[src/design/anim_descriptor_layout_walker_unit_assert.svh]
// assertion macros used by the descriptor walker top level
`ifndef ANIM_DESCRIPTOR_LAYOUT_WALKER_UNIT_ASSERT_SVH
`define ANIM_DESCRIPTOR_LAYOUT_WALKER_UNIT_ASSERT_SVH

`ifndef ASSERT_OFF
`define ADLW_ASSERT(lbl, prop, msg) \
  lbl: assert property (@(posedge clk) disable iff (!rst_n) prop) else $error(msg);
`define ADLW_ASSERT_NEXT(lbl, ante, cons, msg) \
  lbl: assert property (@(posedge clk) disable iff (!rst_n) ante |=> cons) else $error(msg);
`else
`define ADLW_ASSERT(lbl, prop, msg)
`define ADLW_ASSERT_NEXT(lbl, ante, cons, msg)
`endif

`endif

[src/design/adlw_pkg.sv]
// types, constants and helper functions of the descriptor walker
package adlw_pkg;

  localparam logic [15:0] MAX_HEADER_BYTES  = 16'hFFFF;
  localparam logic [15:0] MAX_PAYLOAD_BYTES = 16'hFFFF;

  // flag bit positions
  localparam int FL_S16_ROT = 0;
  localparam int FL_S16_TRN = 1;
  localparam int FL_TRN08   = 2;
  localparam int FL_F32_ROT = 3;
  localparam int FL_S32_TRN = 4;
  localparam int FL_CAMERA  = 5;
  localparam int FL_F32_SCL = 6;
  localparam int FL_UNKNOWN = 7;

  localparam logic [4:0] LEN_TRN08 = 5'd12;
  localparam logic [4:0] LEN_S16   = 5'd9;
  localparam logic [4:0] LEN_S32   = 5'd15;
  localparam logic [4:0] LEN_CAM   = 5'd5;
  localparam logic [8:0] F32_SPAN  = 9'd96;
  localparam logic [7:0] LIM_32    = 8'd32;
  localparam logic [7:0] LIM_16    = 8'd16;

  // result status codes
  localparam logic [2:0] ST_OK        = 3'd0;
  localparam logic [2:0] ST_BAD_FLAGS = 3'd1;
  localparam logic [2:0] ST_HDR_TRUNC = 3'd2;
  localparam logic [2:0] ST_WIDTH_BAD = 3'd3;
  localparam logic [2:0] ST_PAY_TRUNC = 3'd4;
  localparam logic [2:0] ST_TRAILING  = 3'd5;

  // register indexes
  localparam logic [1:0] REG_WALK_MODE  = 2'd0;
  localparam logic [1:0] REG_FRAME_LEN  = 2'd1;
  localparam logic [1:0] REG_PART_COUNT = 2'd2;
  localparam logic [1:0] REG_TARGET     = 2'd3;

  typedef struct packed {
    logic        walk_mode;
    logic [15:0] frame_byte_len;
    logic [15:0] part_count;
    logic [15:0] target_part;
  } cfg_t;

  typedef struct packed {
    logic        awaiting_flags;
    logic [7:0]  part_flag_bits;
    logic [4:0]  part_byte_pos;
    logic [4:0]  part_bytes_needed;
    logic [8:0]  part_bit_sum;
    logic        width_fault;
    logic [18:0] running_bit_offset;
    logic [15:0] bytes_consumed;
    logic [15:0] parts_done;
    logic        stream_finished;
  } walk_state_t;

  typedef struct packed {
    logic [2:0]  status;
    logic [15:0] hdr_offset;
    logic [18:0] bit_offset;
    logic [18:0] bit_count;
    logic [7:0]  part_flags;
  } result_t;

  localparam walk_state_t WALK_RESET = '{
    awaiting_flags:     1'b1,
    part_flag_bits:     8'd0,
    part_byte_pos:      5'd0,
    part_bytes_needed:  5'd0,
    part_bit_sum:       9'd0,
    width_fault:        1'b0,
    running_bit_offset: 19'd0,
    bytes_consumed:     16'd0,
    parts_done:         16'd0,
    stream_finished:    1'b0
  };

  function automatic logic [4:0] translate_len(input logic [7:0] f);
    logic [4:0] len;
    if (f[FL_TRN08]) len = LEN_TRN08;
    else if (f[FL_S16_TRN]) len = LEN_S16;
    else if (f[FL_S32_TRN]) len = LEN_S32;
    else len = 5'd0;
    return len;
  endfunction

  // limit of the width byte at field position pos, zero where no width byte sits
  function automatic logic [7:0] width_limit(input logic [7:0] f, input logic [4:0] pos);
    logic [4:0] t;
    logic [4:0] p;
    logic [7:0] lim;
    t   = translate_len(f);
    p   = pos - t;
    lim = 8'd0;
    if (pos < t) begin
      if (f[FL_S32_TRN]) begin
        if (pos == 5'd0 || pos == 5'd5 || pos == 5'd10) lim = LIM_32;
      end else if (pos == 5'd2 || pos == 5'd5 || pos == 5'd8 || pos == 5'd11) begin
        lim = f[FL_TRN08] ? LIM_32 : LIM_16;
      end
    end else if (f[FL_S16_ROT] && p < LEN_S16) begin
      if (p == 5'd2 || p == 5'd5 || p == 5'd8) lim = LIM_16;
    end else begin
      if (f[FL_S16_ROT]) p = p - LEN_S16;
      if (f[FL_CAMERA] && p == 5'd0) lim = LIM_32;
    end
    return lim;
  endfunction

endpackage

[src/design/adlw_if.sv]
// handshake channels for header bytes and walk results
interface adlw_in_if;
  logic       valid;
  logic       ready;
  logic [7:0] header_byte;
  logic       last_byte;

  modport source (output valid, output header_byte, output last_byte, input ready);
  modport sink (input valid, input header_byte, input last_byte, output ready);
endinterface

interface adlw_out_if;
  logic        valid;
  logic        ready;
  logic [2:0]  status;
  logic [15:0] hdr_offset;
  logic [18:0] bit_offset;
  logic [18:0] bit_count;
  logic [7:0]  part_flags;

  modport source (output valid, output status, output hdr_offset, output bit_offset,
                  output bit_count, output part_flags, input ready);
  modport sink (input valid, input status, input hdr_offset, input bit_offset,
                input bit_count, input part_flags, output ready);
endinterface

[src/design/adlw_cfg.sv]
// configuration register file behind the apb port
module adlw_cfg (
  input  logic                clk,
  input  logic                rst_n,
  input  logic                psel,
  input  logic                penable,
  input  logic                pwrite,
  input  logic [3:0]          paddr,
  input  logic [31:0]         pwdata,
  output logic [31:0]         prdata,
  output logic                pready,
  output adlw_pkg::cfg_t      cfg
);
  import adlw_pkg::*;

  cfg_t       cfg_r;
  logic       wr_en;
  logic [1:0] reg_idx;

  assign pready  = 1'b1;
  assign wr_en   = psel & penable & pwrite;
  assign reg_idx = paddr[3:2];
  assign cfg     = cfg_r;

  always_ff @(posedge clk) begin
    if (!rst_n) begin
      cfg_r.walk_mode      <= 1'b0;
      cfg_r.frame_byte_len <= 16'd0;
      cfg_r.part_count     <= 16'd1;
      cfg_r.target_part    <= 16'd0;
    end else if (wr_en) begin
      unique case (reg_idx)
        REG_WALK_MODE:  cfg_r.walk_mode      <= pwdata[0];
        REG_FRAME_LEN:  cfg_r.frame_byte_len <= pwdata[15:0];
        REG_PART_COUNT: cfg_r.part_count     <= pwdata[15:0];
        REG_TARGET:     cfg_r.target_part    <= pwdata[15:0];
        default: ;
      endcase
    end
  end

  always_comb begin
    unique case (reg_idx)
      REG_WALK_MODE:  prdata = {31'd0, cfg_r.walk_mode};
      REG_FRAME_LEN:  prdata = {16'd0, cfg_r.frame_byte_len};
      REG_PART_COUNT: prdata = {16'd0, cfg_r.part_count};
      REG_TARGET:     prdata = {16'd0, cfg_r.target_part};
      default:        prdata = 32'd0;
    endcase
  end

endmodule

[src/design/adlw_step.sv]
// next-state and result logic for one header byte
module adlw_step (
  input  adlw_pkg::walk_state_t st,
  input  adlw_pkg::cfg_t        cfg,
  input  logic [7:0]            hdr_byte,
  input  logic                  last,
  output adlw_pkg::walk_state_t st_nxt,
  output logic                  res_vld,
  output adlw_pkg::result_t     res
);
  import adlw_pkg::*;

  logic        flags_bad;
  logic [4:0]  flags_need;
  logic [8:0]  flags_sum;
  logic [7:0]  lim;
  logic        fld_hit;
  logic [8:0]  sum_fld;
  logic        fault_fld;
  logic [4:0]  pos_inc;
  logic [15:0] cons_inc;
  logic [15:0] parts_inc;
  logic [8:0]  c_sum;
  logic        c_fault;
  logic [4:0]  c_needed;
  logic [7:0]  c_flags;
  logic [15:0] cap_bytes;
  logic [18:0] cap;
  logic [19:0] run_tot;
  logic        part_done;

  assign flags_bad = hdr_byte[FL_UNKNOWN]
                   | (hdr_byte[FL_TRN08] & hdr_byte[FL_S16_TRN])
                   | (hdr_byte[FL_TRN08] & hdr_byte[FL_S32_TRN])
                   | (hdr_byte[FL_S16_TRN] & hdr_byte[FL_S32_TRN])
                   | (hdr_byte[FL_S16_ROT] & hdr_byte[FL_F32_ROT]);

  assign flags_need = translate_len(hdr_byte)
                    + (hdr_byte[FL_S16_ROT] ? LEN_S16 : 5'd0)
                    + (hdr_byte[FL_CAMERA] ? LEN_CAM : 5'd0);
  assign flags_sum  = (hdr_byte[FL_F32_ROT] ? F32_SPAN : 9'd0)
                    + (hdr_byte[FL_F32_SCL] ? F32_SPAN : 9'd0);

  assign lim       = width_limit(st.part_flag_bits, st.part_byte_pos);
  assign fld_hit   = (lim != 8'd0);
  assign sum_fld   = st.part_bit_sum + ((fld_hit && hdr_byte <= lim) ? {1'b0, hdr_byte} : 9'd0);
  assign fault_fld = st.width_fault | (fld_hit && hdr_byte > lim);
  assign pos_inc   = st.part_byte_pos + 5'd1;
  assign cons_inc  = st.bytes_consumed + 16'd1;
  assign parts_inc = (st.parts_done != 16'hFFFF) ? st.parts_done + 16'd1 : st.parts_done;

  // a part with no field bytes completes on its flags byte
  assign c_sum    = st.awaiting_flags ? flags_sum  : sum_fld;
  assign c_fault  = st.awaiting_flags ? 1'b0       : fault_fld;
  assign c_needed = st.awaiting_flags ? flags_need : st.part_bytes_needed;
  assign c_flags  = st.awaiting_flags ? hdr_byte   : st.part_flag_bits;

  assign cap_bytes = (cfg.frame_byte_len > MAX_PAYLOAD_BYTES) ? MAX_PAYLOAD_BYTES
                                                               : cfg.frame_byte_len;
  assign cap       = {cap_bytes, 3'b000};
  assign run_tot   = {1'b0, st.running_bit_offset} + {11'd0, c_sum};

  always_comb begin
    st_nxt    = st;
    res_vld   = 1'b0;
    res       = '0;
    part_done = 1'b0;

    if (st.stream_finished) begin
      if (last) st_nxt = WALK_RESET;
    end else if (st.bytes_consumed >= MAX_HEADER_BYTES) begin
      res_vld    = 1'b1;
      res.status = ST_HDR_TRUNC;
    end else begin
      st_nxt.bytes_consumed = cons_inc;
      if (st.awaiting_flags) begin
        priority if (!cfg.walk_mode && st.parts_done >= cfg.part_count) begin
          res_vld    = 1'b1;
          res.status = ST_TRAILING;
        end else if (flags_bad) begin
          res_vld    = 1'b1;
          res.status = ST_BAD_FLAGS;
        end else begin
          st_nxt.part_flag_bits    = hdr_byte;
          st_nxt.part_byte_pos     = 5'd0;
          st_nxt.part_bytes_needed = flags_need;
          st_nxt.part_bit_sum      = flags_sum;
          st_nxt.width_fault       = 1'b0;
          st_nxt.awaiting_flags    = 1'b0;
          if (flags_need == 5'd0) begin
            part_done = 1'b1;
          end else if (last) begin
            res_vld    = 1'b1;
            res.status = ST_HDR_TRUNC;
          end
        end
      end else begin
        st_nxt.part_bit_sum  = sum_fld;
        st_nxt.width_fault   = fault_fld;
        st_nxt.part_byte_pos = pos_inc;
        if (pos_inc >= st.part_bytes_needed) begin
          part_done = 1'b1;
        end else if (last) begin
          // truncation wins over a width fault already seen
          res_vld    = 1'b1;
          res.status = ST_HDR_TRUNC;
        end
      end

      if (part_done) begin
        priority if (c_fault) begin
          res_vld    = 1'b1;
          res.status = ST_WIDTH_BAD;
        end else if (run_tot > {1'b0, cap}) begin
          res_vld    = 1'b1;
          res.status = ST_PAY_TRUNC;
        end else if (cfg.walk_mode && st.parts_done == cfg.target_part) begin
          res_vld        = 1'b1;
          res.status     = ST_OK;
          res.hdr_offset = cons_inc - {11'd0, c_needed};
          res.bit_offset = st.running_bit_offset;
          res.bit_count  = {10'd0, c_sum};
          res.part_flags = c_flags;
        end else begin
          st_nxt.running_bit_offset = run_tot[18:0];
          st_nxt.parts_done         = parts_inc;
          st_nxt.awaiting_flags     = 1'b1;
          st_nxt.part_byte_pos      = 5'd0;
          st_nxt.part_bytes_needed  = 5'd0;
          st_nxt.part_bit_sum       = 9'd0;
          st_nxt.width_fault        = 1'b0;
          if (!cfg.walk_mode && parts_inc >= cfg.part_count) begin
            res_vld = 1'b1;
            if (last) begin
              res.status     = ST_OK;
              res.hdr_offset = cons_inc;
              res.bit_count  = run_tot[18:0];
            end else begin
              res.status = ST_TRAILING;
            end
          end else if (last) begin
            res_vld    = 1'b1;
            res.status = ST_HDR_TRUNC;
          end
        end
      end
    end

    // after a result the walk restarts at the end of the header
    if (res_vld) begin
      if (last) st_nxt = WALK_RESET;
      else st_nxt.stream_finished = 1'b1;
    end
  end

endmodule

[src/design/anim_descriptor_layout_walker_unit.sv]
// Descriptor walker top level: header bytes go through an input register, the walk
// logic and a result register. One header byte is taken every clock cycle unless
// stalled. The only stall comes from the result register: while a result waits to
// be taken, a byte that would produce another result holds in the input register.
// The user writes registers through the apb port only while no byte is in flight;
// the block does not enforce this. Writes take effect at once.
`include "anim_descriptor_layout_walker_unit_assert.svh"
module anim_descriptor_layout_walker_unit (
  input  logic         clk,
  input  logic         rst_n,
  adlw_in_if.sink      in_ch,
  adlw_out_if.source   out_ch,
  input  logic         psel,
  input  logic         penable,
  input  logic         pwrite,
  input  logic [3:0]   paddr,
  input  logic [31:0]  pwdata,
  output logic [31:0]  prdata,
  output logic         pready
);
  import adlw_pkg::*;

  cfg_t        cfg;
  logic        stg_vld_r;
  logic [7:0]  stg_byte_r;
  logic        stg_last_r;
  walk_state_t st_r;
  walk_state_t st_nxt;
  logic        res_vld;
  result_t     res;
  logic        out_valid_r;
  result_t     out_r;
  logic        out_free;
  logic        proc_go;

  adlw_cfg u_cfg (
    .clk     (clk),
    .rst_n   (rst_n),
    .psel    (psel),
    .penable (penable),
    .pwrite  (pwrite),
    .paddr   (paddr),
    .pwdata  (pwdata),
    .prdata  (prdata),
    .pready  (pready),
    .cfg     (cfg)
  );

  adlw_step u_step (
    .st       (st_r),
    .cfg      (cfg),
    .hdr_byte (stg_byte_r),
    .last     (stg_last_r),
    .st_nxt   (st_nxt),
    .res_vld  (res_vld),
    .res      (res)
  );

  assign out_free    = !out_valid_r || out_ch.ready;
  // bytes that produce no result pass even while the output is stalled
  assign proc_go     = stg_vld_r && (!res_vld || out_free);
  assign in_ch.ready = !stg_vld_r || proc_go;

  always_ff @(posedge clk) begin
    if (!rst_n) begin
      stg_vld_r <= 1'b0;
    end else if (in_ch.ready) begin
      stg_vld_r <= in_ch.valid;
    end
  end

  always_ff @(posedge clk) begin
    if (in_ch.ready && in_ch.valid) begin
      stg_byte_r <= in_ch.header_byte;
      stg_last_r <= in_ch.last_byte;
    end
  end

  always_ff @(posedge clk) begin
    if (!rst_n) begin
      st_r <= WALK_RESET;
    end else if (proc_go) begin
      st_r <= st_nxt;
    end
  end

  always_ff @(posedge clk) begin
    if (!rst_n) begin
      out_valid_r <= 1'b0;
    end else if (proc_go && res_vld) begin
      out_valid_r <= 1'b1;
    end else if (out_ch.ready) begin
      out_valid_r <= 1'b0;
    end
  end

  always_ff @(posedge clk) begin
    if (proc_go && res_vld) begin
      out_r <= res;
    end
  end

  assign out_ch.valid      = out_valid_r;
  assign out_ch.status     = out_r.status;
  assign out_ch.hdr_offset = out_r.hdr_offset;
  assign out_ch.bit_offset = out_r.bit_offset;
  assign out_ch.bit_count  = out_r.bit_count;
  assign out_ch.part_flags = out_r.part_flags;

  `ADLW_ASSERT(a_pos_below_need, !st_r.awaiting_flags && !st_r.stream_finished |-> st_r.part_byte_pos < st_r.part_bytes_needed, "field position reached part length without completing")
  `ADLW_ASSERT(a_error_fields_zero, out_valid_r && out_r.status != ST_OK |-> out_r.hdr_offset == 16'd0 && out_r.bit_offset == 19'd0 && out_r.bit_count == 19'd0 && out_r.part_flags == 8'd0, "error result carries nonzero fields")
  `ADLW_ASSERT(a_result_from_byte, $rose(out_valid_r) |-> $past(proc_go), "result appeared without a processed byte")
  `ADLW_ASSERT_NEXT(a_finish_after_result, proc_go && res_vld && !stg_last_r, st_r.stream_finished, "walk did not skip to header end after a result")
  `ADLW_ASSERT_NEXT(a_restart_on_last, proc_go && res_vld && stg_last_r, st_r.awaiting_flags && st_r.bytes_consumed == 16'd0, "walk did not restart after final byte")

endmodule

[src/flat_wrapper.sv]
// flat-port wrapper written by rule: the top's interface ports become plain ports
module anim_descriptor_layout_walker_unit_flat import adlw_pkg::*;
  (clk, rst_n, psel, penable, pwrite, paddr, pwdata, prdata, pready, in_ch_valid, in_ch_header_byte, in_ch_last_byte, in_ch_ready, out_ch_valid, out_ch_status, out_ch_hdr_offset, out_ch_bit_offset, out_ch_bit_count, out_ch_part_flags, out_ch_ready);
  adlw_in_if in_ch_i ();
  adlw_out_if out_ch_i ();
  input  logic clk;
  input  logic rst_n;
  input  logic psel;
  input  logic penable;
  input  logic pwrite;
  input  logic [3:0] paddr;
  input  logic [31:0] pwdata;
  output logic [31:0] prdata;
  output logic pready;
  input wire logic [$bits(in_ch_i.valid)-1:0] in_ch_valid;
  input wire logic [$bits(in_ch_i.header_byte)-1:0] in_ch_header_byte;
  input wire logic [$bits(in_ch_i.last_byte)-1:0] in_ch_last_byte;
  output wire logic [$bits(in_ch_i.ready)-1:0] in_ch_ready;
  output wire logic [$bits(out_ch_i.valid)-1:0] out_ch_valid;
  output wire logic [$bits(out_ch_i.status)-1:0] out_ch_status;
  output wire logic [$bits(out_ch_i.hdr_offset)-1:0] out_ch_hdr_offset;
  output wire logic [$bits(out_ch_i.bit_offset)-1:0] out_ch_bit_offset;
  output wire logic [$bits(out_ch_i.bit_count)-1:0] out_ch_bit_count;
  output wire logic [$bits(out_ch_i.part_flags)-1:0] out_ch_part_flags;
  input wire logic [$bits(out_ch_i.ready)-1:0] out_ch_ready;
  assign in_ch_i.valid = in_ch_valid;
  assign in_ch_i.header_byte = in_ch_header_byte;
  assign in_ch_i.last_byte = in_ch_last_byte;
  assign in_ch_ready = in_ch_i.ready;
  assign out_ch_valid = out_ch_i.valid;
  assign out_ch_status = out_ch_i.status;
  assign out_ch_hdr_offset = out_ch_i.hdr_offset;
  assign out_ch_bit_offset = out_ch_i.bit_offset;
  assign out_ch_bit_count = out_ch_i.bit_count;
  assign out_ch_part_flags = out_ch_i.part_flags;
  assign out_ch_i.ready = out_ch_ready;
  anim_descriptor_layout_walker_unit u_core (.clk(clk), .rst_n(rst_n), .in_ch(in_ch_i), .out_ch(out_ch_i), .psel(psel), .penable(penable), .pwrite(pwrite), .paddr(paddr), .pwdata(pwdata), .prdata(prdata), .pready(pready));
endmodule
[config.mk]
export PLATFORM = sky130hd
export DESIGN_NAME = anim_descriptor_layout_walker_unit_flat
export DESIGN_NICKNAME = d
export VERILOG_FILES = /design/src/design/adlw_pkg.sv /design/src/design/adlw_if.sv /design/src/design/adlw_cfg.sv /design/src/design/adlw_step.sv /design/src/design/anim_descriptor_layout_walker_unit.sv /design/src/flat_wrapper.sv
export VERILOG_INCLUDE_DIRS = /design/src /design/src/design
export SDC_FILE = /design/constraint.sdc
export NUM_CORES = 1
export LEC_CHECK = 0
export BUFFER_PORTS_ARGS = -buffer_cell sky130_fd_sc_hd__buf_4
export CAP_MARGIN = 20
export CORE_MARGIN = 8
export CORE_UTILIZATION = 41
export DETAILED_ROUTE_END_ITERATION = 10
export GPL_ROUTABILITY_DRIVEN = 0
export MAX_ROUTING_LAYER = met4
export SETUP_SLACK_MARGIN = 0.15
export SLEW_MARGIN = 40
export SYNTH_ARGS = -nofsm -noshare
export SYNTH_HDL_FRONTEND = slang
export SYNTH_SLANG_ARGS = --single-unit
[constraint.sdc]
create_clock -name clk -period 41.2 [get_ports clk]
set_input_delay 2.06 -clock clk [delete_from_list [all_inputs] [get_ports clk]]
set_output_delay 2.06 -clock clk [all_outputs]
set_load 0.05 [all_outputs]
==> results.toml, run 1 <==
[floorplan]
die_h_um = 193
row_count = 65
coreArea_mm2 = 0.0312
dieWidth_um = 193
ioPinCount = 152
initial_core_util = 0.413
dieArea_mm2 = 0.0374

[timing]
fmax_ghz = 0.0732
maxSlewHeadroom = 0.467
min_period_over_period = 0.332
rsz0062_at_grt = "no"
setup_tns_ns = 0
skew_ns = 0.0126
setup_viol = 0
drv_slew = 0
hold_violations = 0
tightest_slew_ns = 0.797
min_period_ns = 13.67

[yosys]
ys_ff_latch = 206
yosys_warnings = 0
ys.flop_type = "dfxtp_1"
synth_cell_types = 86
syn_area_per_cell_um2 = 8.95
yosysSeqAreaShare = 0.378
yosysTopAreaCell = "dfxtp_1"
synthesis.area_mm2 = 0.0129
synth_edf_count = 74
synth.top_cell.area_share = 0.205
syn-instance-count = 1439
yosys-top-cells-area = "dfxtp_1, edfxtp_1, ha_1"
synthArstFlopShare = 0

[detailed_routing]
vias = 10700
ant_nets = 0
first_iter_violations = 847
firstDrtPassIters = 5
drcViolationCount = 0
viasPerCell = 5.52
wire_per_inst_um = 18.5
wirelength_um = 35900

[global_route]
grt-ovfl-total = 0
grt_pass1_wl_um = 56900
grt_pass1_vias = 10100
grt_usage = 0.190
antenna_found_initial = 0
grt_max_degree = 66

[cells_and_area]
diodes = 0
area_delta_synth_final_pct = 15.4
stdcell_area_mm2 = 0.0149
layout.cells.non_filler = 1942
final_common_cell = "nand2_1"
nets = 1673
drive_above_1_share = 0.134
final_cell_mix = "nand2_1, dfxtp_1, buf_4"

[critical_path]
r2r_setup_slack_ns = 28.88
rr_endpoint = "u_core.st_r[42]"
r2r_start = "u_core.st_r[74]"
rr_worst_depth = 45
cpMaxStageDelayCell = "a2111oi_1"
startpoint_type = "flop"
cp_max_fo = 8
startpoint = "u_core.st_r[74]"
slowest_delay_ns = 0.65
setup.worst_path.end = "in_ch_ready"
critPathKind = "flop to output pin"
critPathRequiredTime_ns = 39.14
crit_arrival_ns = 11.61
end_kind = "output pin"

[hold_path]
hold_depth = 2
hp-class = "flop to flop"

[clock_network]
cts.repair.resized = 0
ctsHoldBuffers = 0
clk_latency_ns = 0.53
htree_levels = 1
cts_tree = "done"
postCtsSetupRepairBufs = 0
cts_inserted_buffers = 25
clk_pin_slew_ns = 0.06
clock_path_buffers = 3
cts_root_buf = "clkbuf_16"
clock-sinks = 206

[placement]
place.port_buffers = 116
placed_area_mm2 = 0.0140
dpl.hpwl_um = 26800
dp.cells = 1896

[power_and_ir_drop]
ir_drop_v = 0.0000269
p_leak_nw = 6.05
power.density_mw_per_mm2 = 34.4

[status]
status = "finished, final reports clean"

[flow_run]
maxCapViolCount = 0
==> sequential cells by signal (all words and copies together) (netlist names), 3 cells and up <==
signal / count
u_core.st_r: 81
u_core.u_cfg.cfg: 49
u_core.out_ch.bit_count: 19
u_core.out_ch.bit_offset: 19
u_core.out_ch.hdr_offset: 16
u_core.out_ch.part_flags: 8
u_core.stg_byte_r: 8
u_core.out_ch.status: 3
==> cell type report <==
cell class / instances / area, µm²
Multi-Input combinational cell: 1089 / 7410
Fill cell: 3013 / 16400
Tap cell: 402 / 503
Inverter: 72 / 270
Clock inverter: 12 / 139
Clock buffer: 34 / 702
Timing Repair Buffer: 127 / 981
Sequential cell: 206 / 4860
==> logic make-up (layout without fill, tap and decap cells) <==
| family | count (synthesis) | count (layout) | share of synthesized area |
|---|---|---|---|
| DFF | 206 | 206 | 0.378 |
| xor gates and xnor gates | 77 | 77 | 0.0541 |
| adders and majority gates | 100 | 100 | 0.100 |
| other | 2 | 19 | 0.000583 |
| buffers and inverters | 161 | 245 | 0.0545 |
| and+or+nand+nor | 494 | 494 | 0.185 |
| AOI/OAI and AO/OA | 378 | 378 | 0.211 |
| muxes | 21 | 21 | 0.0178 |
==> Yosys cell counts, drive strengths merged (4+ instances only) <==
| cell type | n |
|---|---|
| nor2 | 94 |
| nand4 | 21 |
| a21boi | 51 |
| o22ai | 6 |
| a32o | 4 |
| buf | 31 |
| inv | 72 |
| edfxtp | 74 |
| mux2 | 5 |
| a311oi | 7 |
| clkbuf | 58 |
| nand2b | 12 |
| nor2b | 21 |
| nor3 | 25 |
| or2 | 8 |
| fa | 5 |
| nand2 | 190 |
| nand3 | 41 |
| a21o | 17 |
| a21oi | 65 |
| o221a | 4 |
| a31oi | 14 |
| and2 | 38 |
| o21a | 14 |
| a211oi | 11 |
| xnor2 | 55 |
| dfxtp | 132 |
| a22o | 66 |
| o21ai | 63 |
| or3 | 11 |
| mux2i | 15 |
| o31ai | 16 |
| and3 | 14 |
| ha | 95 |
| and4 | 6 |
| xor2 | 21 |
| o211ai | 4 |
==> report_power, final <==
part	switching, mW	internal (mW)	total (mW)
sequential	0.00398	0.216	0.220
clock	0.0884	0.138	0.226
combinational	0.0447	0.0200	0.0647
total	0.137	0.374	0.511
==> worst max-delay path: cells and delay by family, from the launching register on <==
kind | cells | cell delay (ns)
adders and majority gates | 8 | 2.82
DFF | 1 | 0.48
and+or+nand+nor | 17 | 3.00
xor gates and xnor gates | 2 | 0.28
buffers and inverters | 4 | 0.53
AOI/OAI and AO/OA | 14 | 3.99
==> metal layers <==
layer / vias up / global-route usage / wire [µm]
met5: - / - / 0
met4: 0 / 0.0485 / 762
met3: 42 / 0.0227 / 1630
met2: 276 / 0.288 / 15900
met1: 5089 / 0.267 / 17600
li1: 5310 / - / -
==> per-stage QoR <==
step / setup slack, ns / hold WS (ns) / total power [mW] / utilization
after floorplan: 27.84 / 0.429 / 0.271 / -
after global placement: 28.29 / 0.442 / 0.288 / 0.447
after detailed placement: 28.19 / 0.457 / 0.289 / 0.449
after CTS: 27.60 / 0.466 / 0.516 / 0.476
after global routing: 26.92 / 0.478 / 0.529 / 0.476
final: 27.53 / 0.462 / 0.511 / 0.476
==> worst min path at each step <==
stage / start / end
after floorplan: u_core.st_r[79] / u_core.st_r[79]
after global placement: u_core.st_r[79] / u_core.st_r[79]
after detailed placement: u_core.st_r[63] / u_core.st_r[63]
after CTS: u_core.u_cfg.cfg[21] / u_core.u_cfg.cfg[21]
after global routing: u_core.u_cfg.cfg[31] / u_core.u_cfg.cfg[31]
final: u_core.u_cfg.cfg[21] / u_core.u_cfg.cfg[21]
No activity file was read; power rests on OpenSTA's default activity.
==> run 2: changes to the inputs <==
==> constraint.sdc (replaced) <==
create_clock -name clk -period 12.6 [get_ports clk]
set_input_delay 0.63 -clock clk [delete_from_list [all_inputs] [get_ports clk]]
set_output_delay 0.63 -clock clk [all_outputs]
set_load 0.05 [all_outputs]
==> run 2 against run 1 <==
Compared with the run above: clock skew is 0.0076 ns higher; hold slack worse by 0.18 ns; total power grew to 3.2 times the previous value; setup slack worse by 26 ns; sequential share of layout area hardly changed; clock-buffer cell count down 8; register-to-register slack got worse by 28 ns; critical endpoint unchanged; highest routed layer unchanged.
==> results.toml, run 2 (synthesis results as in run 1) <==
[status]
status = "finished, final reports clean"

[cells_and_area]
fillCellCount = 3021
final_common_cell = "nand2_1"
regMostFlops = "u_core.st_r"
largest_reg_flops = 81
drive_above_1_share = 0.139
final_cell_mix = "nand2_1, dfxtp_1, buf_4"
area_delta_synth_final_pct = 15.6
diodes = 0
nets = 1677

[floorplan]
row_count = 65
dieArea_mm2 = 0.0374
die_h_um = 193
coreArea_mm2 = 0.0312
ioPinCount = 152
dieWidth_um = 193
initial_core_util = 0.413

[critical_path]
slowest_delay_ns = 0.63
crit_arrival_ns = 10.83
cpMaxStageDelayCell = "fa_1"
cpMostUsedCell = "ha_1"
critPathRequiredTime_ns = 11.97
critPathKind = "flop to output pin"
cp_max_fo = 8
end_kind = "output pin"
startpoint_type = "flop"

[detailed_routing]
wirelength_um = 35800
viasPerCell = 5.53
wire_per_inst_um = 18.4
vias = 10800
ant_nets = 0
first_iter_violations = 929
drcViolationCount = 0
firstDrtPassIters = 5

[timing]
min_period_over_period = 0.910
hold_violations = 0
tightest_slew_ns = 0.769
skew_ns = 0.0201
min_period_ns = 11.46
setup_viol = 0
drv_slew = 0
fmax_ghz = 0.0872
rsz0062_at_grt = "no"
setup_tns_ns = 0
maxSlewHeadroom = 0.486

[clock_network]
cts.repair.resized = 0
clk_pin_slew_ns = 0.06
clock-sinks = 206
clock_path_buffers = 3
cts_root_buf = "clkbuf_16"
clk_latency_ns = 0.54
htree_levels = 1
ctsHoldBuffers = 0
cts_tree = "done"
postCtsSetupRepairBufs = 0
cts_inserted_buffers = 24

[power_and_ir_drop]
switching_share = 0.271
pwr-share-comb = 0.128
finalPower_mw = 1.65
power.share.clock = 0.437
p_sw_uw = 448
p_leak_nw = 6.05
seqPwrFrac = 0.436
internal-power_mw = 1.21
power.density_mw_per_mm2 = 111
ir_drop_v = 0.000114

[hold_path]
hp-class = "input port to flop"

[global_route]
grt_usage = 0.190
grt_max_degree = 66
grt-ovfl-total = 0
grt_pass1_vias = 10400
grt_pass1_wl_um = 57000
antenna_found_initial = 0

[placement]
dpl.hpwl_um = 26800
place.port_buffers = 116

[flow_run]
maxCapViolCount = 0
[run 2: critical path, delay by kind of cell, from the launching register on]
| kind | cells | cell delay (ns) |
|---|---|---|
| AO/OA/AOI/OAI | 12 | 2.54 |
| AND/OR/NAND/NOR | 18 | 3.68 |
| flip-flops | 1 | 0.46 |
| adder cells (fa/ha/maj) | 8 | 2.80 |
| buffers and inverters | 4 | 0.53 |
| XOR/XNOR | 2 | 0.28 |
[run 2: per-layer routing]
layer	GRT usage	routed length (µm)
met5	-	0
met4	0.0459	647
met3	0.0259	1880
met2	0.294	15900
met1	0.259	17300
[run 2: power groups by stage]
stage          logic [mW]  registers (mW)  clock network, mW
2_1_floorplan       0.116           0.770                  0
3_3_place_gp        0.208           0.735                  0
3_5_place_dp        0.210           0.735                  0
4_1_cts             0.211           0.721              0.740
5_1_grt             0.227           0.723              0.766
6_report            0.211           0.721              0.722
[run 2: final timing paths]
kind | start | endpoint | slack, ns | depth (start not counted)
setup / recovery | u_core.st_r[74] | in_ch_ready | 1.14 | 44
hold / removal | in_ch_header_byte[6] | u_core.stg_byte_r[6] | 0.29 | 1
setup reg to reg | u_core.st_r[74] | u_core.st_r[67] | 1.33 | 45
hold reg to reg | u_core.u_cfg.cfg[19] | u_core.u_cfg.cfg[19] | 0.47 | 2
[run 2: layout make-up]
type | count | area (µm²) | share of cell area
clock inverter | 18 | 214 | 0.0144
multi-input combinational | 1089 | 7440 | 0.499
clock buffer | 26 | 608 | 0.0408
timing repair buffer | 132 | 995 | 0.0668
tap | 402 | 503 | 0.0338
inverter | 72 | 270 | 0.0181
sequential | 206 | 4860 | 0.327
[run 2: through the flow]
stage                      util  area [µm²]  hold WS [ns]  std cells  setup slack [ns]
after global routing      0.477       14900         0.264       1945             0.235
final                     0.477       14900         0.285       1945              1.14
after detailed placement  0.450       14000         0.452       1901             0.977
after floorplan               -       13000         0.429       1456              1.30
after global placement    0.449       14000         0.445       1901              1.13
after CTS                 0.476       14900         0.272       1945             0.735
